==> config.mk <==
export PLATFORM = sky130hd
export DESIGN_NAME = hysteresis_peak_valley_detector
export DESIGN_NICKNAME = d
export VERILOG_FILES = /design/src/hw/rtl/hpvd_pkg.sv /design/src/hw/rtl/hpvd_front.sv /design/src/hw/rtl/hpvd_res_fifo.sv /design/src/hw/rtl/hysteresis_peak_valley_detector.sv
export SDC_FILE = /design/constraint.sdc
export NUM_CORES = 1
export LEC_CHECK = 0
export ABC_AREA = 1
export BUFFER_PORTS_ARGS = -buffer_cell sky130_fd_sc_hd__buf_2
export CORE_UTILIZATION = 55
export CTS_CLUSTER_SIZE = 28
export DETAILED_ROUTE_END_ITERATION = 6
export PLACE_DENSITY = 0.72
export SYNTH_ARGS = -nofsm -noshare
export SYNTH_HDL_FRONTEND = slang
export SYNTH_SLANG_ARGS = --single-unit
==> constraint.sdc <==
create_clock -name clk -period 11.6 [get_ports clk]
set_clock_uncertainty 0.1 [all_clocks]
set_input_delay 2.9 -clock clk [delete_from_list [all_inputs] [get_ports clk]]
set_output_delay 2.9 -clock clk [all_outputs]
set_load 0.03 [all_outputs]
==> src/hw/rtl/hpvd_pkg.sv <==
// ----------------------------------------------------------------------------
// hpvd_pkg
// Shared types and constants for the hysteresis peak/valley detector.
// ----------------------------------------------------------------------------
package hpvd_pkg;

	localparam int SAMPLE_BITS = 16;
	localparam int POS_BITS    = 32;
	localparam int DELTA_BITS  = 20;
	localparam int FRAC_BITS   = 4;

	// compare width: scaled sample or delta, plus one carry bit
	localparam int SCALED_BITS = SAMPLE_BITS + FRAC_BITS;
	localparam int CMP_BITS    = ((SCALED_BITS > DELTA_BITS) ? SCALED_BITS : DELTA_BITS) + 1;

	// configuration register indexes
	localparam int CFG_IDX_BITS = 1;
	localparam logic [CFG_IDX_BITS-1:0] CFG_DELTA      = 1'd0;
	localparam logic [CFG_IDX_BITS-1:0] CFG_USE_LABELS = 1'd1;

	// extremum kind codes
	localparam logic KIND_MAX = 1'b0;
	localparam logic KIND_MIN = 1'b1;

	// result queue; depth must be a power of two (pointers wrap naturally)
	localparam int FIFO_DEPTH    = 4;
	localparam int FIFO_PTR_BITS = $clog2(FIFO_DEPTH);
	localparam int FIFO_CNT_BITS = $clog2(FIFO_DEPTH + 1);

	// one front request writes up to this many results
	localparam int MAX_RESULTS = 2;
	localparam int NRES_BITS   = $clog2(MAX_RESULTS + 1);

	typedef struct packed {
		logic                   kind;
		logic [POS_BITS-1:0]    position;
		logic [SAMPLE_BITS-1:0] value;
		logic                   last;
	} result_t;

	typedef struct packed {
		logic [NRES_BITS-1:0]         count;
		result_t [MAX_RESULTS-1:0]    rec;
	} qpush_t;

	typedef struct packed {
		logic [FIFO_CNT_BITS-1:0] count;
	} fifo_stat_t;

endpackage

==> src/hw/rtl/hpvd_front.sv <==
// ----------------------------------------------------------------------------
// hpvd_front
// Holds the configuration and tracking state, takes one sample per cycle while
// accept is high and classifies it into zero, one or two queue records.
// ----------------------------------------------------------------------------
module hpvd_front import hpvd_pkg::*; (
	input  logic                    clk,
	input  logic                    arst_n,
	input  logic                    cfg_we,
	input  logic [CFG_IDX_BITS-1:0] cfg_index,
	input  logic [DELTA_BITS-1:0]   cfg_data,
	input  logic                    accept,
	input  logic [SAMPLE_BITS-1:0]  sample,
	input  logic [POS_BITS-1:0]     label,
	input  logic                    end_of_stream,
	output qpush_t                  qpush
);

	logic [DELTA_BITS-1:0]  delta_q;
	logic                   use_labels_q;

	logic [SAMPLE_BITS-1:0] max_value_q, min_value_q;
	logic [POS_BITS-1:0]    max_pos_q, min_pos_q;
	logic                   max_valid_q, min_valid_q;
	logic                   seek_max_q, min_reported_q;
	logic [POS_BITS-1:0]    index_q;

	logic [POS_BITS-1:0]    pos;
	logic                   max_up, min_up;
	logic [SAMPLE_BITS-1:0] mx, mn, mn2;
	logic [POS_BITS-1:0]    mxp, mnp, mnp2;
	logic [CMP_BITS-1:0]    y_sc, mx_sc, mn_sc, d_ext;
	logic                   fall, rise, hit_max, hit_min, hit;
	result_t                delta_rec, end_rec;

	always_comb begin
		pos    = use_labels_q ? label : index_q;

		// running extrema including this sample; empty tracker means "always replace"
		max_up = !max_valid_q || (sample > max_value_q);
		min_up = !min_valid_q ||
			(min_reported_q ? (sample < min_value_q) : (sample <= min_value_q));
		mx     = max_up ? sample : max_value_q;
		mxp    = max_up ? pos : max_pos_q;
		mn     = min_up ? sample : min_value_q;
		mnp    = min_up ? pos : min_pos_q;

		y_sc   = CMP_BITS'({sample, {FRAC_BITS{1'b0}}});
		mx_sc  = CMP_BITS'({mx, {FRAC_BITS{1'b0}}});
		mn_sc  = CMP_BITS'({mn, {FRAC_BITS{1'b0}}});
		d_ext  = CMP_BITS'(delta_q);
		fall   = (y_sc + d_ext) < mx_sc;
		rise   = y_sc > (mn_sc + d_ext);

		hit_max = seek_max_q && fall;
		hit_min = !seek_max_q && rise;
		hit     = hit_max || hit_min;

		// a reported maximum restarts the minimum at this sample
		mn2    = hit_max ? sample : mn;
		mnp2   = hit_max ? pos : mnp;

		delta_rec.kind     = hit_max ? KIND_MAX : KIND_MIN;
		delta_rec.position = hit_max ? mxp : mnp;
		delta_rec.value    = hit_max ? mx : mn;
		delta_rec.last     = !end_of_stream;

		end_rec.kind       = KIND_MIN;
		end_rec.position   = mnp2;
		end_rec.value      = mn2;
		end_rec.last       = 1'b1;

		qpush.count  = accept ? (NRES_BITS'(hit) + NRES_BITS'(end_of_stream))
			: NRES_BITS'(0);
		qpush.rec[0] = hit ? delta_rec : end_rec;
		qpush.rec[1] = end_rec;
	end

	always_ff @(posedge clk or negedge arst_n) begin
		if (!arst_n) begin
			delta_q      <= '0;
			use_labels_q <= 1'b0;
		end else if (cfg_we) begin
			unique case (cfg_index)
				CFG_DELTA:      delta_q      <= cfg_data;
				CFG_USE_LABELS: use_labels_q <= cfg_data[0];
				default: ;
			endcase
		end
	end

	always_ff @(posedge clk or negedge arst_n) begin
		if (!arst_n) begin
			max_valid_q    <= 1'b0;
			min_valid_q    <= 1'b0;
			seek_max_q     <= 1'b0;
			min_reported_q <= 1'b0;
			index_q        <= '0;
		end else if (accept) begin
			if (end_of_stream) begin
				max_valid_q    <= 1'b0;
				min_valid_q    <= 1'b0;
				seek_max_q     <= 1'b0;
				min_reported_q <= 1'b0;
				index_q        <= '0;
			end else begin
				max_valid_q <= 1'b1;
				min_valid_q <= 1'b1;
				if (hit)
					seek_max_q <= !seek_max_q;
				if (hit_min)
					min_reported_q <= 1'b1;
				index_q <= index_q + POS_BITS'(1);
			end
		end
	end

	always_ff @(posedge clk) begin
		if (accept) begin
			if (hit_min) begin
				max_value_q <= sample;
				max_pos_q   <= pos;
			end else begin
				max_value_q <= mx;
				max_pos_q   <= mxp;
			end
			min_value_q <= mn2;
			min_pos_q   <= mnp2;
		end
	end

endmodule

==> src/hw/rtl/hpvd_res_fifo.sv <==
// ----------------------------------------------------------------------------
// hpvd_res_fifo
// Result queue between front and output: up to two writes and one read per
// cycle. Raises full when fewer than two slots remain.
// ----------------------------------------------------------------------------
module hpvd_res_fifo import hpvd_pkg::*; (
	input  logic       clk,
	input  logic       arst_n,
	input  qpush_t     qpush,
	input  logic       pop,
	output result_t    head,
	output logic       empty,
	output logic       full,
	output fifo_stat_t stat
);

	result_t                  mem_q [FIFO_DEPTH];
	logic [FIFO_PTR_BITS-1:0] wr_ptr_q, rd_ptr_q;
	logic [FIFO_CNT_BITS-1:0] count_q;
	logic                     do_pop;

	assign empty      = (count_q == '0);
	assign full       = (count_q > FIFO_CNT_BITS'(FIFO_DEPTH - MAX_RESULTS));
	assign head       = mem_q[rd_ptr_q];
	assign do_pop     = pop && !empty;
	assign stat.count = count_q;

	always_ff @(posedge clk or negedge arst_n) begin
		if (!arst_n) begin
			wr_ptr_q <= '0;
			rd_ptr_q <= '0;
			count_q  <= '0;
		end else begin
			wr_ptr_q <= wr_ptr_q + FIFO_PTR_BITS'(qpush.count);
			if (do_pop)
				rd_ptr_q <= rd_ptr_q + FIFO_PTR_BITS'(1);
			count_q <= count_q + FIFO_CNT_BITS'(qpush.count) - FIFO_CNT_BITS'(do_pop);
		end
	end

	always_ff @(posedge clk) begin
		if (qpush.count != '0)
			mem_q[wr_ptr_q] <= qpush.rec[0];
		if (qpush.count == NRES_BITS'(MAX_RESULTS))
			mem_q[wr_ptr_q + FIFO_PTR_BITS'(1)] <= qpush.rec[1];
	end

endmodule

==> src/hw/rtl/hysteresis_peak_valley_detector.sv <==
// ----------------------------------------------------------------------------
// hysteresis_peak_valley_detector
// Delta-hysteresis peak/valley detector over a stream of 16-bit samples.
// ----------------------------------------------------------------------------
// Takes one sample per cycle while full is low; a sample's results (none, one
// or two) appear on the result side in the next cycle and leave one
// per pop. The result queue holds four entries and full rises when fewer than
// two are free, so input runs at one sample per cycle as long as results are
// popped at least as fast as they are made; the tracking compare/update loop
// in the front is combinational. Delta is unsigned fixed point with four
// fraction bits; positions are sample indices or labels per use_labels, chosen
// when each extremum is captured. The end_of_stream sample also reports the
// pending minimum and clears the tracker. Write configuration only while idle.
module hysteresis_peak_valley_detector import hpvd_pkg::*; (
	input  logic                        clk,
	input  logic                        arst_n,
	input  logic                        cfg_we,
	input  logic [CFG_IDX_BITS-1:0]     cfg_index,
	input  logic [DELTA_BITS-1:0]       cfg_data,
	input  logic                        push,
	output logic                        full,
	input  logic [SAMPLE_BITS-1:0]      sample,
	input  logic signed [POS_BITS-1:0]  label,
	input  logic                        end_of_stream,
	output logic                        empty,
	input  logic                        pop,
	output logic                        extremum_kind,
	output logic signed [POS_BITS-1:0]  position,
	output logic [SAMPLE_BITS-1:0]      value,
	output logic                        last_of_run
);

	logic       accept;
	qpush_t     qpush;
	result_t    head;
	fifo_stat_t stat;

	assign accept = push && !full;

	hpvd_front u_front (
		.clk           (clk),
		.arst_n        (arst_n),
		.cfg_we        (cfg_we),
		.cfg_index     (cfg_index),
		.cfg_data      (cfg_data),
		.accept        (accept),
		.sample        (sample),
		.label         (label),
		.end_of_stream (end_of_stream),
		.qpush         (qpush)
	);

	hpvd_res_fifo u_fifo (
		.clk    (clk),
		.arst_n (arst_n),
		.qpush  (qpush),
		.pop    (pop),
		.head   (head),
		.empty  (empty),
		.full   (full),
		.stat   (stat)
	);

	assign extremum_kind = head.kind;
	assign position      = head.position;
	assign value         = head.value;
	assign last_of_run   = head.last;

`ifndef ASSERT_OFF
	// an end-of-stream sample always leaves at least one result queued
	a_eos_result: assert property (@(posedge clk) disable iff (!arst_n)
		accept && end_of_stream |=> !empty)
		else $error("end of stream produced no result");

	a_count_bound: assert property (@(posedge clk) disable iff (!arst_n)
		stat.count <= FIFO_CNT_BITS'(FIFO_DEPTH))
		else $error("result queue overflow");

	// occupancy moves only on an accepted request or a pop
	a_count_hold: assert property (@(posedge clk) disable iff (!arst_n)
		!accept && !(pop && !empty) |=> $stable(stat.count))
		else $error("result queue count changed while idle");

	a_full_room: assert property (@(posedge clk) disable iff (!arst_n)
		!full |-> (stat.count + FIFO_CNT_BITS'(MAX_RESULTS)) <= FIFO_CNT_BITS'(FIFO_DEPTH))
		else $error("full low without room for two results");
`endif

endmodule

==> results of run 1 <==
-- power groups by stage --
stage,Sequential [mW],Clock [mW],Combinational [mW]
CTS,1.94,1.27,3.43
finish,1.94,1.26,3.48
floorplan,1.93,0,2.44
detailed placement,1.96,0,3.41
global route,1.96,1.32,3.84
global placement,1.95,0,3.33
-- tightest hold or removal path: stages (launching register included) --
cell and delay (ps):
dfxtp_1 330, o21ai_0 80, inv_1 50
-- placed cells by master (no fill, tap or decap), types with 8 or more instances in the layout --
master / synthesis / final
nand2_1: 1008 / 1006
edfxtp_1: 288 / 288
nor2_1: 208 / 208
o21ai_0: 206 / 206
inv_1: 204 / 201
nand3_1: 182 / 181
buf_2: 41 / 126
ha_1: 102 / 102
a21oi_1: 92 / 92
dfrtp_1: 63 / 62
o22ai_1: 55 / 55
nand2_2: 46 / 48
clkbuf_16: 0 / 42
xor2_1: 34 / 34
buf_4: 0 / 29
nor3_1: 31 / 23
mux2_2: 18 / 18
nand4_1: 17 / 17
o21a_1: 16 / 16
clkbuf_1: 86 / 14
xnor2_1: 13 / 13
a31oi_1: 11 / 11
nor3_2: 1 / 9
dfxtp_1: 8 / 8
-- area by class of cell --
class                           instances  area (µm²)  area share [%]
Sequential cell                       359       10400            42.7
Multi-Input combinational cell       2086       10400            42.7
Clock buffer                           57        1120            4.59
Timing Repair Buffer                  156         868            3.57
Clock inverter                         17         143           0.586
Inverter                              206         776            3.19
Tap cell                              525         657            2.70
-- flip-flops by register name, indices dropped and copies added (netlist names) --
signal	count
u_front.max_valid_q	1
u_fifo.wr_ptr_q	2
u_front.delta_q	20
u_front.max_value_q	16
u_front.min_pos_q	32
u_front.min_value_q	16
u_front.seek_max_q	1
u_front.index_q	32
u_front.use_labels_q	1
u_fifo.stat	3
u_front.max_pos_q	32
u_front.min_reported_q	1
u_fifo.rd_ptr_q	2
u_fifo.mem_q	200
-- synthesized netlist by cell type, drive strengths merged, types with 11 or more instances --
library cell  count  area, µm²
a21oi            92        460
a31oi            11       68.8
buf              62        393
clkbuf           86        323
dfrtp            63       1580
edfxtp          288       8650
ha              102       1280
inv             206        773
mux2             18        203
nand2          1055       4080
nand3           184        931
nand4            17        106
nor2            210        793
nor3             32        165
o21a             16        120
o21ai           208       1040
o22ai            55        344
xnor2            13        114
xor2             34        298
-- metal layers --
| metal | GRT usage (%) | vias up | routed length, µm |
|---|---|---|---|
| met1 | 47.1 | 9275 | 28400 |
| met3 | 5.89 | 104 | 7230 |
| met5 | 0 | - | 0 |
| met2 | 47.6 | 1036 | 28100 |
| met4 | 9.59 | 0 | 1380 |
| li1 | - | 9387 | - |
-- per-stage QoR --
stage	cells	hold slack, ps	utilization [%]
final	3406	389	61.3
after global routing	3406	403	61.3
after CTS	3406	386	61.3
after detailed placement	3332	371	58.1
after global placement	3332	353	58.1
after floorplan	2799	341	-
-- final timing paths --
check | from | end | slack (ps) | cells after the start
max | sample[11] | u_fifo.mem_q[0][49] | 1770 | 39
min | u_fifo.mem_q[3][49] | u_fifo.mem_q[3][49] | 390 | 2
max reg2reg | u_front.min_value_q[11] | u_fifo.mem_q[0][49] | 3840 | 39
min reg2reg | u_fifo.mem_q[3][49] | u_fifo.mem_q[3][49] | 390 | 2
max in group asynchronous | arst_n | u_fifo.rd_ptr_q[0] | 8400 | 2
min in group asynchronous | arst_n | u_front.delta_q[15] | 2390 | 2
-- cell families (layout without fill, tap and decap cells) --
kind of cell | after synthesis | count (layout) | share of synthesized area [%]
simple gates | 1512 | 1512 | 27.8
compound gates | 404 | 404 | 9.93
flops | 359 | 359 | 46.8
buf+inv | 354 | 436 | 6.71
fa+ha+maj | 105 | 105 | 6.02
xor+xnor | 47 | 47 | 1.85
mux | 18 | 18 | 0.913
==> out/metrics.yaml, run 1 <==
timing:
  fin_crit_sh_pct: 84.7
  hold_viol: 0
  tightestPinTransition_ps: 1120
  worst_slack_ps: 1770
  max_freq_ghz: 0.102
  fin_crit_ps: 9830
  rsz0062_at_grt: "no"
  maxSlewViolCount: 0
  setup_viol: 0
  slew_headroom_pct: 25.2
  tns_ps: 0
floorplanning:
  coreArea_um2: 39700
  rows: 73
  die_h_um: 203
  die_area_um2: 41200
  start_util_pct: 55.9
  io_pins: 127
  die_w_um: 203
global_routing:
  overflow: 0
  grt_pass1_wl_um: 102000
  grt_pass1_vias: 18566
  antenna_found_initial: 0
  grt_max_degree: 102
  grt_use_total_pct: 31.9
critical_path:
  critPathBufInv: 8
  crit_fanout: 50
  worst-endpoint-arrival_ps: 10180
  worst_setup_path_start_kind: "primary input"
  crit_path_end_kind: "flip-flop"
  critPathTopFamily: "simple AND/OR/NAND/NOR gates"
  slowest_stage: "buf_4"
  cpMostUsedCell: "nand2_1"
  worstPathRequired_ps: 11950
  slowest_delay_ps: 620
  worstSetupPathType: "in2reg"
job:
  maxCapViolCount: 0
clock_tree:
  cts_resized: 0
  path_clk_slew_ps: 60
  clk-insertion-delay-late_ps: 570
  clock_sinks: 359
  cts_tree: "built"
  postCtsHoldBufs: 0
  numCtsBuffers: 40
  cts_root_buf: "clkbuf_16"
  htreeDepth: 2
  cts_buffer_depth: 3
  post_cts_buffers: 0
power_and_ir_drop:
  vdd.ir_drop.worst_v: 0.000208
  pwr-share-comb_pct: 52.1
  power_frac_seq_pct: 29.1
  p_sw_mw: 3.21
  p_int_mw: 3.47
  powerDensity_nw_per_um2: 274
  sw_frac_of_total_pct: 48.0
  p_total_mw: 6.68
  p_leak_nw: 11.2
  clkPwrFrac_pct: 18.8
route:
  num_vias: 19802
  drtIter0Drc: 2310
  drtAntennaViolNets: 0
  wl_per_cell_um: 19.1
  routed_wl_um: 65100
  viasPerCell: 5.81
  firstDrtPassIters: 5
  drc: 0
synth:
  syn_inst: 2799
  synth_edf_count: 288
  ys_seq_area_share_pct: 46.8
  synthArstFlopShare_pct: 17.5
  synth-seq-cells: 359
  synth.cell_area_um2: 22200
  synthDistinctLibCells: 48
  yosysWarnings: 0
  syn-mean-instance-area_um2: 7.93
  ys.flop_type: "edfxtp_1"
  syn_nets: 2979
placed_design:
  dp_hpwl_um: 42400
  placed_cell_area_um2: 23100
  place_congestion: 0.914
  place_ws_ps: 1320
  port_buffers: 126
finish:
  area_growth_syn_to_layout_pct: 9.67
  nNetsFinal: 3029
  drive_above_1_share_pct: 10.5
  fillers: 3483
  n_antenna_cell: 0
  stdcell_area_um2: 24400
worst_hold_path:
  hp-class: "reg2reg"
outcome:
  status: "complete, no violations"
Power figures use the tool's default switching activity.
==> run 2, diff against run 1 <==
Settings changed: ABC_AREA 1 to 0.
Clock period 11.6 ns to 9.7 ns, I/O delays scaled along.
==> run 2 against run 1 <==
Sequential share of layout area fell by 3.8 points; hold slack improved by 0.92 ps; critical path depth shrank 7; combinational power increased by 21%; flip-flop and latch count unchanged; global-route usage rose by 0.70 points.
==> out/metrics.yaml, run 2 <==
synth:
  synthDistinctLibCells: 64  # was 48
  synth_top_cell_area_share_pct: 36.5  # was 38.9%
  syn_nets: 2372  # was 2,979
  synth_largest_area_cell: "edfxtp_1"  # unchanged
  yosysWarnings: 0  # unchanged
  syn-mean-instance-area_um2: 10.8  # was 7.93 µm²
  synth_area_leaders: "edfxtp_1, a22oi_1, a21oi_1"  # was edfxtp_1, nand2_1, dfrtp_1
  ys.flop_type: "edfxtp_1"  # unchanged
  synthTopCellsByCount: "a22oi_1, a21oi_1, edfxtp_1"  # was nand2_1, edfxtp_1, nor2_1
  yosysMostFrequentCell: "a22oi_1"  # was nand2_1
  synth-seq-cells: 359  # unchanged
  synth.cell_area_um2: 23700  # was 22,200 µm²
  synthArstFlopShare_pct: 17.5  # unchanged
  syn_inst: 2192  # was 2,799
  ys_seq_area_share_pct: 43.8  # was 46.8%
  synth_edf_count: 288  # unchanged
power_and_ir_drop:
  p_leak_nw: 10.0  # was 11.2 nW
  p_sw_mw: 3.48  # was 3.21 mW
  power_frac_seq_pct: 30.4  # was 29.1%
  powerDensity_nw_per_um2: 310  # was 274 nW/µm²
  sw_frac_of_total_pct: 41.9  # was 48.0%
  p_total_mw: 8.31  # was 6.68 mW
  pwr-share-comb_pct: 50.6  # was 52.1%
  p_int_mw: 4.83  # was 3.47 mW
  vdd.ir_drop.worst_v: 0.000247  # was 0.000208 V
  clkPwrFrac_pct: 19.0  # was 18.8%
route:
  num_vias: 20080  # was 19,802
  drtAntennaViolNets: 0  # unchanged
  drtIter0Drc: 2947  # was 2,310
  routed_wl_um: 71900  # was 65,100 µm
  viasPerCell: 7.06  # was 5.81
  firstDrtPassIters: 7  # was 5
  wl_per_cell_um: 25.3  # was 19.1 µm
  drc: 0  # unchanged
critical_path:
  crit_path_end_kind: "flip-flop"  # unchanged
  crit_fanout: 16  # was 50
  slowest_delay_ps: 570  # was 620 ps
  slowest_stage: "or4_1"  # was buf_4
  r2r_slack_ps: 2090  # was 3840 ps
  worstSetupPathType: "in2reg"  # unchanged
  cpMostUsedCell: "a21oi_1"  # was nand2_1
  worst_setup_path_start_kind: "primary input"  # unchanged
  worstPathRequired_ps: 10010  # was 11,950 ps
  worst-endpoint-arrival_ps: 9500  # was 10,180 ps
floorplanning:
  die_w_um: 210  # was 203 µm
  rows: 75  # was 73
  coreArea_um2: 42200  # was 39,700 µm²
  die_area_um2: 43900  # was 41,200 µm²
  start_util_pct: 56.1  # was 55.9%
  io_pins: 127  # unchanged
  die_h_um: 210  # was 203 µm
clock_tree:
  htreeDepth: 2  # unchanged
  cts_tree: "built"  # unchanged
  cts_buffer_depth: 3  # unchanged
  cts_root_buf: "clkbuf_16"  # unchanged
  numCtsBuffers: 41  # was 40
  clock_sinks: 359  # unchanged
  path_clk_slew_ps: 60  # about the same
  clk-insertion-delay-late_ps: 590  # was 570 ps
global_routing:
  grt_pass1_vias: 19703  # was 18,566
  antenna_found_initial: 1  # was 0
  overflow: 0  # unchanged
  grt_pass1_wl_um: 112000  # was 102,000 µm
  grt_max_degree: 211  # was 102
  grt_use_total_pct: 32.6  # was 31.9%
finish:
  fillers: 3323  # was 3,483
  final_common_cell: "a22oi_1"  # was nand2_1
  regArea_um2: 10400  # about the same
  instances_no_fill: 2846  # was 3,406
  fin_util_pct: 63.4  # was 61.3%
  multi_input_area_um2: 12300  # was 10,400 µm²
  largest_register_ffs: 200  # unchanged
  regMostFlops: "u_fifo.mem_q"  # unchanged
  nNetsFinal: 2455  # was 3,029
  final_cell_mix: "a22oi_1, a21oi_1, edfxtp_1"  # was nand2_1, edfxtp_1, nor2_1
  area_growth_syn_to_layout_pct: 13.0  # was 9.67%
  drive_above_1_share_pct: 22.5  # was 10.5%
timing:
  tightestPinTransition_ps: 1240  # was 1120 ps
  worst_slack_ps: 510  # was 1770 ps
  setup_viol: 0  # unchanged
  fin_crit_sh_pct: 94.7
  maxSlewViolCount: 0  # unchanged
  slew_headroom_pct: 17.2  # was 25.2%
  fin_crit_ps: 9190
  max_freq_ghz: 0.109
  rsz0062_at_grt: "no"  # unchanged
  hold_viol: 0  # unchanged
worst_hold_path:
  hp-class: "reg2reg"  # unchanged
placed_design:
  port_buffers: 126  # unchanged
  place_ws_ps: -41.5  # was 1320 ps
  place_congestion: 0.928  # was 0.914
  dp_hpwl_um: 45200  # was 42,400 µm
  dpl.cell_count: 2771  # was 3,332
outcome:
  status: "complete, no violations"  # unchanged
job:
  maxCapViolCount: 0  # unchanged
[run 2: cell type report]
class                   instances  share of cell area, %
clock buffers                  60                   4.48
flip-flops and latches        359                   38.8
inverters                      68                  0.963
multi-input cells            1571                   46.1
repair buffers                234                   6.60
well taps                     539                   2.52
diodes                          1                0.00935
clock inverters                14                  0.547
[run 2: power by group through the flow]
stage	registers [mW]	clock network, mW	logic [mW]
final	2.52	1.58	4.21
after global routing	2.56	1.64	4.52
after CTS	2.52	1.59	4.12
after detailed placement	2.54	0	4.10
after global placement	2.53	0	3.98
after floorplan	2.41	0	3.03
[run 2: worst max-delay path: cells and delay by family]
family | cells | cell delay [ps]
buffers and inverters | 5 | 930
adders and majority gates | 4 | 1360
xor gates and xnor gates | 1 | 150
and+or+nand+nor | 10 | 2060
AOI/OAI and AO/OA | 11 | 2250
muxes | 1 | 310
[run 2: repair_timing]
item,4_1_cts,5_1_grt
hold buffers,0,0
gates resized for setup,0,4
endpoints found under the setup margin,0,99
setup buffers,0,0
endpoints found under the hold margin,0,0
[run 2: path summary, 6_finish.rpt]
path,start,endpoint,cells after the start
max in group asynchronous,arst_n,u_fifo.rd_ptr_q[0],1
worst max-delay path,sample[15],u_fifo.mem_q[2][8],32
worst max register to register,u_front.min_value_q[15],u_fifo.mem_q[2][8],32
min in group asynchronous,arst_n,u_front.use_labels_q,1
worst min-delay path,u_fifo.mem_q[0][0],u_fifo.mem_q[0][0],2
worst min register to register,u_fifo.mem_q[0][0],u_fifo.mem_q[0][0],2
[run 2: kinds of logic (layout without fill, tap and decap cells)]
group | Yosys count | after routing | synth area share, %
compound gates | 830 | 830 | 22.9
flops | 359 | 359 | 43.8
simple gates | 333 | 333 | 7.12
buf+inv | 262 | 376 | 4.71
mux | 258 | 258 | 14.1
fa+ha+maj | 105 | 105 | 5.64
xor+xnor | 45 | 45 | 1.66
other cells | 0 | 1 | 0
[run 2: metrics by stage]
stage | hold WS (ps) | TNS [ps] | instance area [µm²]
global placement | 373 | 0 | 25400
CTS | 392 | 0 | 26800
global route | 419 | 0 | 26800
finish | 390 | 0 | 26800
detailed placement | 383 | -350 | 25400
floorplan | 363 | 0 | 23700
[run 2: per-layer routing]
metal	track usage, %	wire length (µm)	vias to the layer above
met5	0	0	-
met4	12.2	2270	0
met3	6.39	8380	192
met2	50.6	32500	1388
met1	45.4	28800	9671
li1	-	-	8829
